===== src/design/wrra_pkg.sv =====
package wrra_pkg;

    localparam int NUM_QUEUES_DEF = 4;
    localparam int MAX_QUEUES     = 4;
    localparam int QUANTUM_W      = 8;
    localparam int QIDX_W         = 2;
    localparam int CFG_IDX_W      = 2;

    typedef logic [QUANTUM_W-1:0] quantum_t;
    typedef logic [QIDX_W-1:0]    qidx_t;
    typedef logic [CFG_IDX_W-1:0] cfg_idx_t;

    localparam quantum_t QUANTUM_RESET = quantum_t'(1);

    localparam cfg_idx_t REG_QUANTUM_Q0 = cfg_idx_t'(0);
    localparam cfg_idx_t REG_QUANTUM_Q1 = cfg_idx_t'(1);
    localparam cfg_idx_t REG_QUANTUM_Q2 = cfg_idx_t'(2);
    localparam cfg_idx_t REG_QUANTUM_Q3 = cfg_idx_t'(3);

    typedef struct packed {
        logic  grant_valid;
        qidx_t grant_queue;
    } grant_t;

    typedef struct packed {
        logic  loaded;
        logic  last_valid;
        qidx_t last_granted;
    } arb_state_t;

endpackage


===== src/design/wrra_if.sv =====
interface wrra_req_if;
    logic       valid;
    logic       ready;
    logic [3:0] queue_nonempty;

    modport source (output valid, output queue_nonempty, input ready);
    modport sink (input valid, input queue_nonempty, output ready);
endinterface

interface wrra_grant_if;
    logic       valid;
    logic       ready;
    logic       grant_valid;
    logic [1:0] grant_queue;

    modport source (output valid, output grant_valid, output grant_queue, input ready);
    modport sink (input valid, input grant_valid, input grant_queue, output ready);
endinterface


===== src/design/wrra_pick.sv =====
module wrra_pick #(
    parameter int NUM_QUEUES = wrra_pkg::NUM_QUEUES_DEF
) (
    input  logic [NUM_QUEUES-1:0] mask,
    input  wrra_pkg::quantum_t    quantum [NUM_QUEUES],
    input  wrra_pkg::quantum_t    left [NUM_QUEUES],
    input  wrra_pkg::arb_state_t  st,
    output wrra_pkg::grant_t      grant,
    output wrra_pkg::quantum_t    left_next [NUM_QUEUES],
    output wrra_pkg::arb_state_t  st_next
);
    import wrra_pkg::*;

    localparam int POS_W = QIDX_W + 1;

    // First set bit of vec in rotating order from start; MSB is the found flag.
    function automatic logic [POS_W-1:0] rr_first(input logic [NUM_QUEUES-1:0] vec,
                                                  input qidx_t start);
        logic [POS_W-1:0] pos;
        logic             found;
        qidx_t            idx;
        found = 1'b0;
        idx   = '0;
        for (int i = 0; i < NUM_QUEUES; i++)
        begin
            pos = {1'b0, start} + POS_W'(i);
            if (pos >= POS_W'(NUM_QUEUES))
            begin
                pos = pos - POS_W'(NUM_QUEUES);
            end
            for (int q = 0; q < NUM_QUEUES; q++)
            begin
                if (!found && vec[q] && (pos == POS_W'(q)))
                begin
                    found = 1'b1;
                    idx   = QIDX_W'(q);
                end
            end
        end
        return {found, idx};
    endfunction

    quantum_t              cur [NUM_QUEUES];
    quantum_t              base [NUM_QUEUES];
    logic [NUM_QUEUES-1:0] elig;
    logic                  last_hit;
    qidx_t                 start;
    logic [POS_W-1:0]      search_res;
    logic [POS_W-1:0]      reload_res;
    logic                  reload;
    logic                  any_req;
    qidx_t                 gq;

    always_comb
    begin
        last_hit = 1'b0;
        for (int q = 0; q < NUM_QUEUES; q++)
        begin
            // counters are loaded from the quantum registers on the first word
            cur[q]  = st.loaded ? left[q] : quantum[q];
            elig[q] = mask[q] && (cur[q] != '0);
            if (st.last_valid && (st.last_granted == QIDX_W'(q)) && elig[q])
            begin
                last_hit = 1'b1;
            end
        end

        if (!st.last_valid || (st.last_granted == QIDX_W'(NUM_QUEUES - 1)))
        begin
            start = '0;
        end
        else
        begin
            start = st.last_granted + qidx_t'(1);
        end

        search_res = rr_first(elig, start);
        reload_res = rr_first(mask, start);
        any_req    = |mask;
        reload     = !last_hit && !search_res[POS_W-1] && any_req;

        if (last_hit)
        begin
            gq = st.last_granted;
        end
        else if (search_res[POS_W-1])
        begin
            gq = search_res[QIDX_W-1:0];
        end
        else if (any_req)
        begin
            gq = reload_res[QIDX_W-1:0];
        end
        else
        begin
            gq = '0;
        end

        for (int q = 0; q < NUM_QUEUES; q++)
        begin
            base[q] = reload ? quantum[q] : cur[q];
            if (any_req && (gq == QIDX_W'(q)) && (base[q] != '0))
            begin
                left_next[q] = base[q] - quantum_t'(1);
            end
            else
            begin
                left_next[q] = base[q];
            end
        end

        grant.grant_valid = any_req;
        grant.grant_queue = gq;

        st_next.loaded       = 1'b1;
        st_next.last_valid   = st.last_valid || any_req;
        st_next.last_granted = any_req ? gq : st.last_granted;
    end

endmodule


===== src/design/weighted_round_robin_arbiter_unit.sv =====
// Path: an accepted request word is held in the input register, then its grant
// word is written to the grant register after arbitration.
// Throughput: one word per cycle; the grant register and the counter update share
// the same arbitration logic. A stalled grant holds both stages.
// Reset: quantum registers go to 1, counters to 0, no grant history, pipeline empty.
module weighted_round_robin_arbiter_unit #(
    parameter int NUM_QUEUES = wrra_pkg::NUM_QUEUES_DEF
) (
    input  logic                clk,
    input  logic                rst_n,
    wrra_req_if.sink            req,
    wrra_grant_if.source        grant,
    input  logic                cfg_we,
    input  wrra_pkg::cfg_idx_t  cfg_index,
    input  wrra_pkg::quantum_t  cfg_data
);
    import wrra_pkg::*;

    quantum_t              quantum_reg [MAX_QUEUES];
    quantum_t              left_reg [NUM_QUEUES];
    quantum_t              left_next [NUM_QUEUES];
    quantum_t              quantum_use [NUM_QUEUES];
    arb_state_t            st_reg;
    arb_state_t            st_next;
    grant_t                grant_reg;
    grant_t                grant_next;
    logic                  in_valid_reg;
    logic [NUM_QUEUES-1:0] mask_reg;
    logic                  out_valid_reg;
    logic                  advance;

    assign advance   = !out_valid_reg || grant.ready;
    assign req.ready = !in_valid_reg || advance;

    assign grant.valid       = out_valid_reg;
    assign grant.grant_valid = grant_reg.grant_valid;
    assign grant.grant_queue = grant_reg.grant_queue;

    always_comb
    begin
        for (int q = 0; q < NUM_QUEUES; q++)
        begin
            quantum_use[q] = quantum_reg[q];
        end
    end

    wrra_pick #(
        .NUM_QUEUES (NUM_QUEUES)
    ) u_pick (
        .mask      (mask_reg),
        .quantum   (quantum_use),
        .left      (left_reg),
        .st        (st_reg),
        .grant     (grant_next),
        .left_next (left_next),
        .st_next   (st_next)
    );

    always_ff @(posedge clk or negedge rst_n)
    begin
        if (!rst_n)
        begin
            for (int q = 0; q < MAX_QUEUES; q++)
            begin
                quantum_reg[q] <= QUANTUM_RESET;
            end
        end
        else if (cfg_we)
        begin
            unique case (cfg_index)
                REG_QUANTUM_Q0: quantum_reg[0] <= cfg_data;
                REG_QUANTUM_Q1: quantum_reg[1] <= cfg_data;
                REG_QUANTUM_Q2: quantum_reg[2] <= cfg_data;
                REG_QUANTUM_Q3: quantum_reg[3] <= cfg_data;
                default: ;
            endcase
        end
    end

    // input stage
    always_ff @(posedge clk or negedge rst_n)
    begin
        if (!rst_n)
        begin
            in_valid_reg <= 1'b0;
        end
        else if (req.ready)
        begin
            in_valid_reg <= req.valid;
        end
    end

    always_ff @(posedge clk)
    begin
        if (req.valid && req.ready)
        begin
            mask_reg <= req.queue_nonempty[NUM_QUEUES-1:0];
        end
    end

    // grant stage and arbitration state
    always_ff @(posedge clk or negedge rst_n)
    begin
        if (!rst_n)
        begin
            out_valid_reg <= 1'b0;
            st_reg        <= '0;
            for (int q = 0; q < NUM_QUEUES; q++)
            begin
                left_reg[q] <= '0;
            end
        end
        else if (advance)
        begin
            out_valid_reg <= in_valid_reg;
            if (in_valid_reg)
            begin
                st_reg <= st_next;
                for (int q = 0; q < NUM_QUEUES; q++)
                begin
                    left_reg[q] <= left_next[q];
                end
            end
        end
    end

    always_ff @(posedge clk)
    begin
        if (advance && in_valid_reg)
        begin
            grant_reg <= grant_next;
        end
    end

endmodule


===== src/flat_wrapper.sv =====
// flat-port wrapper written by rule: the top's interface ports become plain ports
module weighted_round_robin_arbiter_unit_flat import wrra_pkg::*;
#(
    parameter int NUM_QUEUES = wrra_pkg::NUM_QUEUES_DEF
)
  (clk, rst_n, cfg_we, cfg_index, cfg_data, req_valid, req_queue_nonempty, req_ready, grant_valid, grant_grant_valid, grant_grant_queue, grant_ready);
  wrra_req_if req_i ();
  wrra_grant_if grant_i ();
  input  logic clk;
  input  logic rst_n;
  input  logic cfg_we;
  input  wrra_pkg::cfg_idx_t cfg_index;
  input  wrra_pkg::quantum_t cfg_data;
  input wire logic [$bits(req_i.valid)-1:0] req_valid;
  input wire logic [$bits(req_i.queue_nonempty)-1:0] req_queue_nonempty;
  output wire logic [$bits(req_i.ready)-1:0] req_ready;
  output wire logic [$bits(grant_i.valid)-1:0] grant_valid;
  output wire logic [$bits(grant_i.grant_valid)-1:0] grant_grant_valid;
  output wire logic [$bits(grant_i.grant_queue)-1:0] grant_grant_queue;
  input wire logic [$bits(grant_i.ready)-1:0] grant_ready;
  assign req_i.valid = req_valid;
  assign req_i.queue_nonempty = req_queue_nonempty;
  assign req_ready = req_i.ready;
  assign grant_valid = grant_i.valid;
  assign grant_grant_valid = grant_i.grant_valid;
  assign grant_grant_queue = grant_i.grant_queue;
  assign grant_i.ready = grant_ready;
  weighted_round_robin_arbiter_unit #(.NUM_QUEUES(NUM_QUEUES)) u_core (.clk(clk), .rst_n(rst_n), .req(req_i), .grant(grant_i), .cfg_we(cfg_we), .cfg_index(cfg_index), .cfg_data(cfg_data));
endmodule

===== config.mk =====
export PLATFORM = sky130hd
export DESIGN_NAME = weighted_round_robin_arbiter_unit_flat
export DESIGN_NICKNAME = d
export VERILOG_FILES = /design/src/design/wrra_pkg.sv /design/src/design/wrra_if.sv /design/src/design/wrra_pick.sv /design/src/design/weighted_round_robin_arbiter_unit.sv /design/src/flat_wrapper.sv
export SDC_FILE = /design/constraint.sdc
export NUM_CORES = 1
export LEC_CHECK = 0
export BUFFER_PORTS_ARGS = -buffer_cell sky130_fd_sc_hd__buf_2
export CAP_MARGIN = 20
export CORE_AREA = 2 2 116 118
export DETAILED_ROUTE_END_ITERATION = 10
export DIE_AREA = 0 0 118 120
export PLACE_DENSITY = 0.58
export SLEW_MARGIN = 20
export SYNTH_ARGS = -nofsm -noshare
export SYNTH_HDL_FRONTEND = slang
export SYNTH_SLANG_ARGS = --single-unit

===== constraint.sdc =====
create_clock -name clk -period 10.8 [get_ports clk]
set_input_delay 1.08 -clock clk [delete_from_list [all_inputs] [get_ports clk]]
set_output_delay 1.08 -clock clk [all_outputs]
set_load 0.005 [all_outputs]

==> impl_metrics.csv, run 1 <==
group,metric,value,unit
layout,final_core_utilization,46.5,%
layout,mostFrequentLayoutCells,"sky130_fd_sc_hd__dfrtp_1 (66), sky130_fd_sc_hd__nor2_1 (47), sky130_fd_sc_hd__a21oi_1 (45)",
global_routing,grt_start_max_net_pins,71,
layout,area.growth.synth_to_final,9.99,%
setup_path,setup.reg_to_reg.worst_slack,5.01,ns
setup_path,critPathCaptureType,"flip-flop",
synth,primary_flip_flop_cell_chosen_by_synthesis_mapping,"sky130_fd_sc_hd__dfrtp_1",
min_path,min_delay_path_depth,1,
routing,drt_iter0_markers,526,
placed_design,area_post_placement,0.00574,sq mm
floorplanning,design.core.area,0.0130,sq mm
sta,maxClockFrequency,173,MHz
setup_path,critical_path_class,"reg -> reg",
synth,ys_ff_latch,77,
floorplanning,fp-row-count,42,
clocking,cts.repair.resized,0,
synth,yosysSeqAreaShare,35.8,%
min_path,holdCritPathClass,"reg -> reg",
clocking,clock_tree_from_tritoncts,"done",
routing,route.antenna.remaining_nets,0,
layout,final_common_cell,"sky130_fd_sc_hd__dfrtp_1",
sta,setup_viol_count_final,0,
synth,async_flop_share,90.9,%
layout,final_layout_size_suffix_gt1_share,19.4,%
setup_path,critPathArrivalTime,6.05,ns
setup_path,cp-start-kind,"flip-flop",
power_and_ir_drop,p_leak,0.00246,uW
sta,worst-slew-pin-transition,1.16,ns
global_routing,grt_antenna_before_repair,0,
synth,synth.avg_cell_area,9.22,sq um
layout,nets,633,
global_routing,grt_pass1_wl,26000,microns
clocking,cts_root_buffer,"sky130_fd_sc_hd__clkbuf_16",
sta,skew,0.00664,ns
global_routing,first_global_vias,4875,
synth,ys.warnings.count,0,
floorplanning,die_height,120,microns
layout,finalInstanceArea,0.00604,sq mm
clocking,clock_sinks,77,
clocking,post-cts-setup-buffer-count,0,
routing,via_per_inst,6.33,
routing,drc,0,
routing,routed_wire_length,15800,microns
flow_run,drv_cap,0,
sta,sum_neg_setup_slack,0,ns
synth,synthesis.nets,626,
setup_path,regToRegStartpoint,"u_core.st_reg[3]",
sta,slew_limit_headroom,22.3,%
synth,synth_cell_type_count,86,
floorplanning,ios,24,
floorplanning,fp.dieArea,0.0142,sq mm
routing,length_of_the_first_detailed_routing_pass_in_iterations,6,
floorplanning,floorplan.initialDensity,42.3,%
sta,maxSlewViolCount,0,
min_path,worst_hold_path_endpoint,"u_core.grant.valid",
clocking,worst_skew_pair.late_latency,0.35,ns
clocking,cts_max_level,3,
setup_path,crit_path_max_fanout,27,
synth,netlist_instances,595,
placed_design,numPlacedInstances,767,
layout,fillers,1249,
setup_path,worstPathRequired,11.06,ns
placed_design,buffer_ports.inserted,23,
synth,mapped_cell_area,0.00549,sq mm
setup_path,critical_path.reg2reg.endpoint,"u_core.left_reg[7]",
clocking,post_cts_hold_buffer_count,0,
sta,post-route-period-util,53.6,%
power_and_ir_drop,power.density_cell_area,308,mW/mm^2
global_routing,groute.usage.overall,23.2,%
layout,layout.cells.non_filler,783,
setup_path,rr_worst_depth,10,
layout,n_antenna_cell,0,
min_path,min_from,"u_core.in_valid_reg",
routing,avgRoutedWirePerCell,20.2,microns
outcome,run_status,"finished, final reports clean",
global_routing,globalRoute.totalOverflow,0,
placed_design,dp_hpwl,11000,microns
routing,routed-via-count,4959,
sta,report.final.hold_viol_count,0,
power_and_ir_drop,ir_drop,0.144,mV
clocking,clk_transition_reported_paths,0.07,ns
clocking,cts-root-to-sink-buffers,2,
synth,synth_edf_count,7,
sta,unrepaired_setup_endpoints_after_global_routing,"no",
sta,min_period,5.79,ns
clocking,cts_buffers,9,
floorplanning,dieWidth,118,microns
placed_design,gp_routability_congestion,0.904,
cell families (layout without fill, tap and decap cells):
family                     count (synthesis)  count (layout)  synth area share [%]
adders and majority gates                 12              12                  2.74
xor gates and xnor gates                   4               4                 0.639
AOI/OAI and AO/OA                        172             172                  22.0
muxes                                     73              73                  14.3
buffers and inverters                     46              58                  3.40
DFF                                       77              77                  35.8
and+or+nand+nor                          211             211                  21.1
cell type report:
class                      count  area [sq um]  share of cell area, %
clock buffer                  10           250                   4.15
multi-input combinational    472          3350                   55.5
inverter                      15          56.3                  0.933
timing repair buffer          27           148                   2.45
clock inverter                 6          45.0                  0.746
tap                          176           220                   3.65
sequential                    77          1970                   32.6
worst max path at each step:
stage	start	to	slack, ns	cells past startpoint
final	u_core.st_reg[3]	u_core.left_reg[7]	5.01	10
after global routing	u_core.st_reg[3]	u_core.left_reg[7]	4.71	10
after CTS	u_core.st_reg[3]	u_core.left_reg[7]	5.19	10
after detailed placement	u_core.st_reg[3]	u_core.left_reg[7]	5.22	10
after global placement	u_core.st_reg[3]	u_core.left_reg[7]	5.31	10
after floorplan	u_core.left_reg[10]	u_core.left_reg[29]	6.89	15
synthesized netlist by cell type (3+ instances only):
library cell | count | area share, %
sky130_fd_sc_hd__a211o_1 | 3 | 0.48
sky130_fd_sc_hd__buf_1 | 3 | 0.21
sky130_fd_sc_hd__nand4_1 | 11 | 1.3
sky130_fd_sc_hd__or3_1 | 7 | 0.80
sky130_fd_sc_hd__buf_2 | 5 | 0.46
sky130_fd_sc_hd__a311o_1 | 3 | 0.55
sky130_fd_sc_hd__nor3b_1 | 3 | 0.41
sky130_fd_sc_hd__ha_1 | 12 | 2.7
sky130_fd_sc_hd__or4_1 | 10 | 1.4
sky130_fd_sc_hd__nor2_1 | 48 | 3.3
sky130_fd_sc_hd__o21ai_1 | 6 | 0.55
sky130_fd_sc_hd__a21oi_1 | 45 | 4.1
sky130_fd_sc_hd__nand4b_1 | 6 | 0.96
sky130_fd_sc_hd__o211ai_1 | 7 | 0.96
sky130_fd_sc_hd__edfxtp_1 | 7 | 3.8
sky130_fd_sc_hd__xnor2_1 | 3 | 0.48
sky130_fd_sc_hd__inv_1 | 13 | 0.89
sky130_fd_sc_hd__nor4_1 | 12 | 1.4
sky130_fd_sc_hd__nand2_1 | 41 | 2.8
sky130_fd_sc_hd__a32oi_1 | 3 | 0.48
sky130_fd_sc_hd__o21ai_0 | 29 | 2.6
sky130_fd_sc_hd__o21a_1 | 11 | 1.5
sky130_fd_sc_hd__dfstp_2 | 4 | 1.9
sky130_fd_sc_hd__nor3_1 | 22 | 2.0
sky130_fd_sc_hd__mux2i_1 | 29 | 5.3
sky130_fd_sc_hd__dfrtp_1 | 66 | 30
sky130_fd_sc_hd__a31oi_1 | 3 | 0.34
sky130_fd_sc_hd__a22o_1 | 3 | 0.48
sky130_fd_sc_hd__and3_1 | 3 | 0.34
sky130_fd_sc_hd__o211a_1 | 4 | 0.73
sky130_fd_sc_hd__a21boi_0 | 3 | 0.41
sky130_fd_sc_hd__nand3_1 | 14 | 1.3
sky130_fd_sc_hd__nor4b_1 | 3 | 0.48
sky130_fd_sc_hd__nand2b_1 | 6 | 0.68
sky130_fd_sc_hd__o31ai_1 | 4 | 0.55
sky130_fd_sc_hd__o22ai_1 | 4 | 0.46
sky130_fd_sc_hd__a22oi_1 | 5 | 0.68
sky130_fd_sc_hd__clkbuf_1 | 21 | 1.4
sky130_fd_sc_hd__o221ai_1 | 4 | 0.64
sky130_fd_sc_hd__nand3b_1 | 7 | 0.96
sky130_fd_sc_hd__mux2_2 | 43 | 8.8
sky130_fd_sc_hd__a221o_1 | 4 | 0.73
per-stage QoR:
step	hold slack (ns)	total power [uW]	setup slack [ns]
final	0.516	1860	5.01
after global routing	0.549	1990	4.71
after CTS	0.520	1840	5.19
after detailed placement	0.496	1540	5.22
after global placement	0.498	1520	5.31
after floorplan	0.457	1280	6.89
worst max-delay path, cell delays in order, from the launching register on:
cell and delay (ns):
sky130_fd_sc_hd__dfrtp_1 0.89, sky130_fd_sc_hd__inv_2 0.37, sky130_fd_sc_hd__mux2i_1 0.47, sky130_fd_sc_hd__o211ai_1 0.13, sky130_fd_sc_hd__and4bb_1 0.29, sky130_fd_sc_hd__o211ai_1 0.94, sky130_fd_sc_hd__nand2_1 0.90, sky130_fd_sc_hd__nand2_1 1.08
sky130_fd_sc_hd__o22ai_1 0.18, sky130_fd_sc_hd__mux2_2 0.31, sky130_fd_sc_hd__nor3_1 0.13
report_power, final:
part / leakage, uW / switching [uW] / total [uW] / internal [uW]
clock: 0.000142 / 133 / 303 / 171
combinational: 0.00143 / 612 / 1030 / 420
sequential: 0.000887 / 133 / 522 / 390
metal layers:
metal / vias to the layer above / GRT usage (%) / part of all wire, %
met3: 27 / 3.09 / 4.5
met2: 176 / 39.0 / 48
li1: 2304 / - / -
met5: - / 0 / 0
met4: 0 / 8.13 / 1.5
met1: 2452 / 30.7 / 46
Note: power is estimated with default switching activity, not from simulation.
==> inputs of run 2 (changes only) <==
--- a/config.mk
+++ b/config.mk
@@ -5,12 +5,13 @@
 export SDC_FILE = /design/constraint.sdc
 export NUM_CORES = 1
 export LEC_CHECK = 0
+export ABC_AREA = 1
 export BUFFER_PORTS_ARGS = -buffer_cell sky130_fd_sc_hd__buf_2
 export CAP_MARGIN = 20
-export CORE_AREA = 2 2 116 118
+export CORE_AREA = 2 2 123 125
 export DETAILED_ROUTE_END_ITERATION = 10
-export DIE_AREA = 0 0 118 120
-export PLACE_DENSITY = 0.58
+export DIE_AREA = 0 0 125 127
+export PLACE_DENSITY = 0.57
 export SLEW_MARGIN = 20
 export SYNTH_ARGS = -nofsm -noshare
 export SYNTH_HDL_FRONTEND = slang
==> constraint.sdc (replaced) <==
create_clock -name clk -period 5.6 [get_ports clk]
set_input_delay 0.56 -clock clk [delete_from_list [all_inputs] [get_ports clk]]
set_output_delay 0.56 -clock clk [all_outputs]
set_load 0.005 [all_outputs]
==> run 2 against run 1 <==
Maximum frequency grew 31%. First-iteration DRC count is 34% lower. Area after synthesis up 11%. Via count increased by 15%. Critical path type unchanged. Worst setup slack lost 3.8 ns. Critical endpoint is now u_core.left_reg[23]. Sequential share of layout area is 2.8 points lower. Clock power increased by 100%. Highest routed layer unchanged. Power is 140% higher. Clock skew hardly changed.
==> impl_metrics.csv, run 2 <==
group,metric,value,unit
synth,netlist.top_cell.by_area,"sky130_fd_sc_hd__nand2_1",
setup_path,critical_path_end,"u_core.left_reg[23]",
power_and_ir_drop,p_leak,0.00398,uW
power_and_ir_drop,sw_frac_of_total,53.4,%
setup_path,cp-start-kind,"flip-flop",
setup_path,rr_worst_depth,28,
global_routing,globalRoute.totalOverflow,0,
synth,synth_edf_count,7,
synth,post-synth-top-area-fraction,29.3,%
power_and_ir_drop,power.share.sequential,18.3,%
synth,synth.avg_cell_area,6.13,sq um
setup_path,setup.reg_to_reg.worst_slack,1.19,ns
routing,route.antenna.remaining_nets,0,
setup_path,regToRegStartpoint,"u_core.st_reg[3]",
floorplanning,fp-row-count,44,
clocking,cts_buffers,9,
min_path,holdCritPathClass,"in -> async",
global_routing,globalRouteMet3Util,2.85,%
global_routing,busiest_layer,"met2",
floorplanning,dieWidth,125,microns
placed_design,buffer_ports.inserted,23,
setup_path,critical_path.reg2reg.endpoint,"u_core.left_reg[23]",
clocking,cts_root_buffer,"sky130_fd_sc_hd__clkbuf_16",
synth,synthesis.nets,1027,
placed_design,gp_routability_congestion,0.856,
setup_path,critical-path-max-stage-delay,0.72,ns
routing,via_per_inst,4.79,
layout,mostFrequentLayoutCells,"sky130_fd_sc_hd__nand2_1 (477), sky130_fd_sc_hd__inv_1 (141), sky130_fd_sc_hd__dfrtp_1 (66)",
floorplanning,fp.dieArea,0.0159,sq mm
floorplanning,ios,24,
clocking,post-cts-setup-buffer-count,0,
placed_design,dp_hpwl,11200,microns
sta,maxClockFrequency,227,MHz
sta,maxSlewViolCount,0,
layout,finalInstanceArea,0.00661,sq mm
power_and_ir_drop,intPower,2070,uW
sta,setup_viol_count_final,0,
routing,length_of_the_first_detailed_routing_pass_in_iterations,5,
clocking,post_cts_hold_buffer_count,0,
clocking,cts-root-to-sink-buffers,2,
power_and_ir_drop,report.power.total,4430,uW
synth,top_count_cell_post_synth,"sky130_fd_sc_hd__nand2_1",
global_routing,grt_pass1_wl,26800,microns
synth,synth_top_cells_by_count,"sky130_fd_sc_hd__nand2_1 (477), sky130_fd_sc_hd__inv_1 (141), sky130_fd_sc_hd__dfrtp_1 (66), sky130_fd_sc_hd__nor2_1 (58), sky130_fd_sc_hd__nand3_1 (42)",
setup_path,path_delay_family,"simple AND/OR/NAND/NOR gates",
sta,sum_neg_setup_slack,0,ns
synth,yosysSeqAreaShare,32.2,%
floorplanning,floorplan.initialDensity,42.4,%
global_routing,groute.usage.overall,20.8,%
setup_path,critPathCaptureType,"flip-flop",
setup_path,setup.worst_path.start,"u_core.st_reg[3]",
synth,primary_flip_flop_cell_chosen_by_synthesis_mapping,"sky130_fd_sc_hd__dfrtp_1",
global_routing,grt_start_max_net_pins,71,
sta,fin_worst_hold_slack,0.339,ns
sta,worst-slew-pin-transition,0.955,ns
sta,min_period,4.41,ns
synth,synth_cell_type_count,35,
routing,routed-via-count,5713,
power_and_ir_drop,power_frac_clock,14.0,%
synth,ys.warnings.count,0,
global_routing,first_global_vias,5349,
routing,drc,0,
setup_path,worstPathRequired,5.88,ns
layout,final_common_cell,"sky130_fd_sc_hd__nand2_1",
synth,leading_cell_types_by_total_area_after_synthesis,"sky130_fd_sc_hd__nand2_1 (29%), sky130_fd_sc_hd__dfrtp_1 (27%), sky130_fd_sc_hd__inv_1 (8.7%)",
global_routing,grt_antenna_before_repair,0,
layout,area.growth.synth_to_final,8.15,%
setup_path,critical_path_class,"reg -> reg",
global_routing,grt.met1_usage,30.1,%
layout,nets,1035,
power_and_ir_drop,power.density_cell_area,671,mW/mm^2
clocking,cts_max_level,3,
synth,async_flop_share,90.9,%
sta,post-route-period-util,78.8,%
routing,routed_wire_length,15700,microns
floorplanning,die_height,127,microns
power_and_ir_drop,p_switching,2370,uW
clocking,clock_tree_from_tritoncts,"done",
layout,final_layout_size_suffix_gt1_share,10.3,%
synth,mapped_cell_area,0.00611,sq mm
flow_run,drv_cap,0,
setup_path,worst_path_most_repeated_cell,"sky130_fd_sc_hd__nand2_1",
clocking,clock_sinks,77,
routing,drt_iter0_markers,346,
floorplanning,design.core.area,0.0144,sq mm
sta,slew_limit_headroom,36.3,%
placed_design,area_post_placement,0.00630,sq mm
layout,layout.cells.non_filler,1193,
power_and_ir_drop,ir_drop,0.289,mV
sta,unrepaired_setup_endpoints_after_global_routing,"no",
layout,n_antenna_cell,0,
clocking,cts.repair.resized,0,
placed_design,numPlacedInstances,1177,
sta,report.final.hold_viol_count,0,
setup_path,crit_path_max_fanout,26,
setup_path,crit_buf_inv,5,
outcome,run_status,"finished, final reports clean",
clocking,clk_transition_reported_paths,0.06,ns
setup_path,cp.depth,28,
synth,netlist_instances,996,
power_and_ir_drop,pwr-share-comb,67.7,%
routing,avgRoutedWirePerCell,13.2,microns
synth,ys_ff_latch,77,
setup_path,critical-path-slowest-cell,"sky130_fd_sc_hd__dfrtp_1",
global_routing,grt.met2_usage,32.3,%
setup_path,critPathArrivalTime,4.69,ns
sta,skew,0.00678,ns
clocking,worst_skew_pair.late_latency,0.34,ns
## run 2: stage by stage
stage	setup slack [ns]	utilization, %
finish	1.19	45.8
global route	0.597	45.8
CTS	1.21	45.8
detailed placement	1.24	43.7
global placement	1.28	43.7
floorplan	2.40	-
## run 2: layer usage
metal,vias up,wire [microns]
met4,0,202
met3,16,583
met2,102,6820
met5,-,0
met1,2537,8140
li1,3058,-
## run 2: kinds of logic after synthesis
group,Yosys count,share of synthesized area [%]
buffers and inverters,183,12.7
xor gates and xnor gates,12,1.72
adders and majority gates,12,2.46
DFF,77,32.2
and+or+nand+nor,655,45.3
AOI/OAI and AO/OA,57,5.63
## run 2: area by class of cell
class                   instances  area, sq um
clock inverters                 6         77.6
inverters                     151          569
clock buffers                  10          229
multi-input cells             736         3370
repair buffers                 29          163
fillers                      1570         7820
well taps                     184          230
flip-flops and latches         77         1970
## run 2: worst min-delay path by stage
stage / start / end / slack, ns / depth (start not counted)
2_1_floorplan: rst_n / u_core.grant.valid / 0.26 / 0
3_3_place_gp: u_core.left_reg[5] / u_core.left_reg[5] / 0.46 / 2
3_5_place_dp: u_core.left_reg[4] / u_core.left_reg[4] / 0.46 / 2
4_1_cts: req_queue_nonempty[0] / u_core.mask_reg[0] / 0.38 / 1
5_1_grt: req_queue_nonempty[2] / u_core.mask_reg[2] / 0.39 / 1
6_report: rst_n / u_core.st_reg[2] / 0.34 / 1
## run 2: power groups by stage
| stage | Clock (uW) | Combinational, uW | Sequential, uW |
|---|---|---|---|
| floorplan | 0 | 2400 | 792 |
| finish | 620 | 3000 | 811 |
| CTS | 636 | 3000 | 811 |
| global route | 658 | 3490 | 830 |
| global placement | 0 | 3000 | 821 |
| detailed placement | 0 | 2980 | 818 |
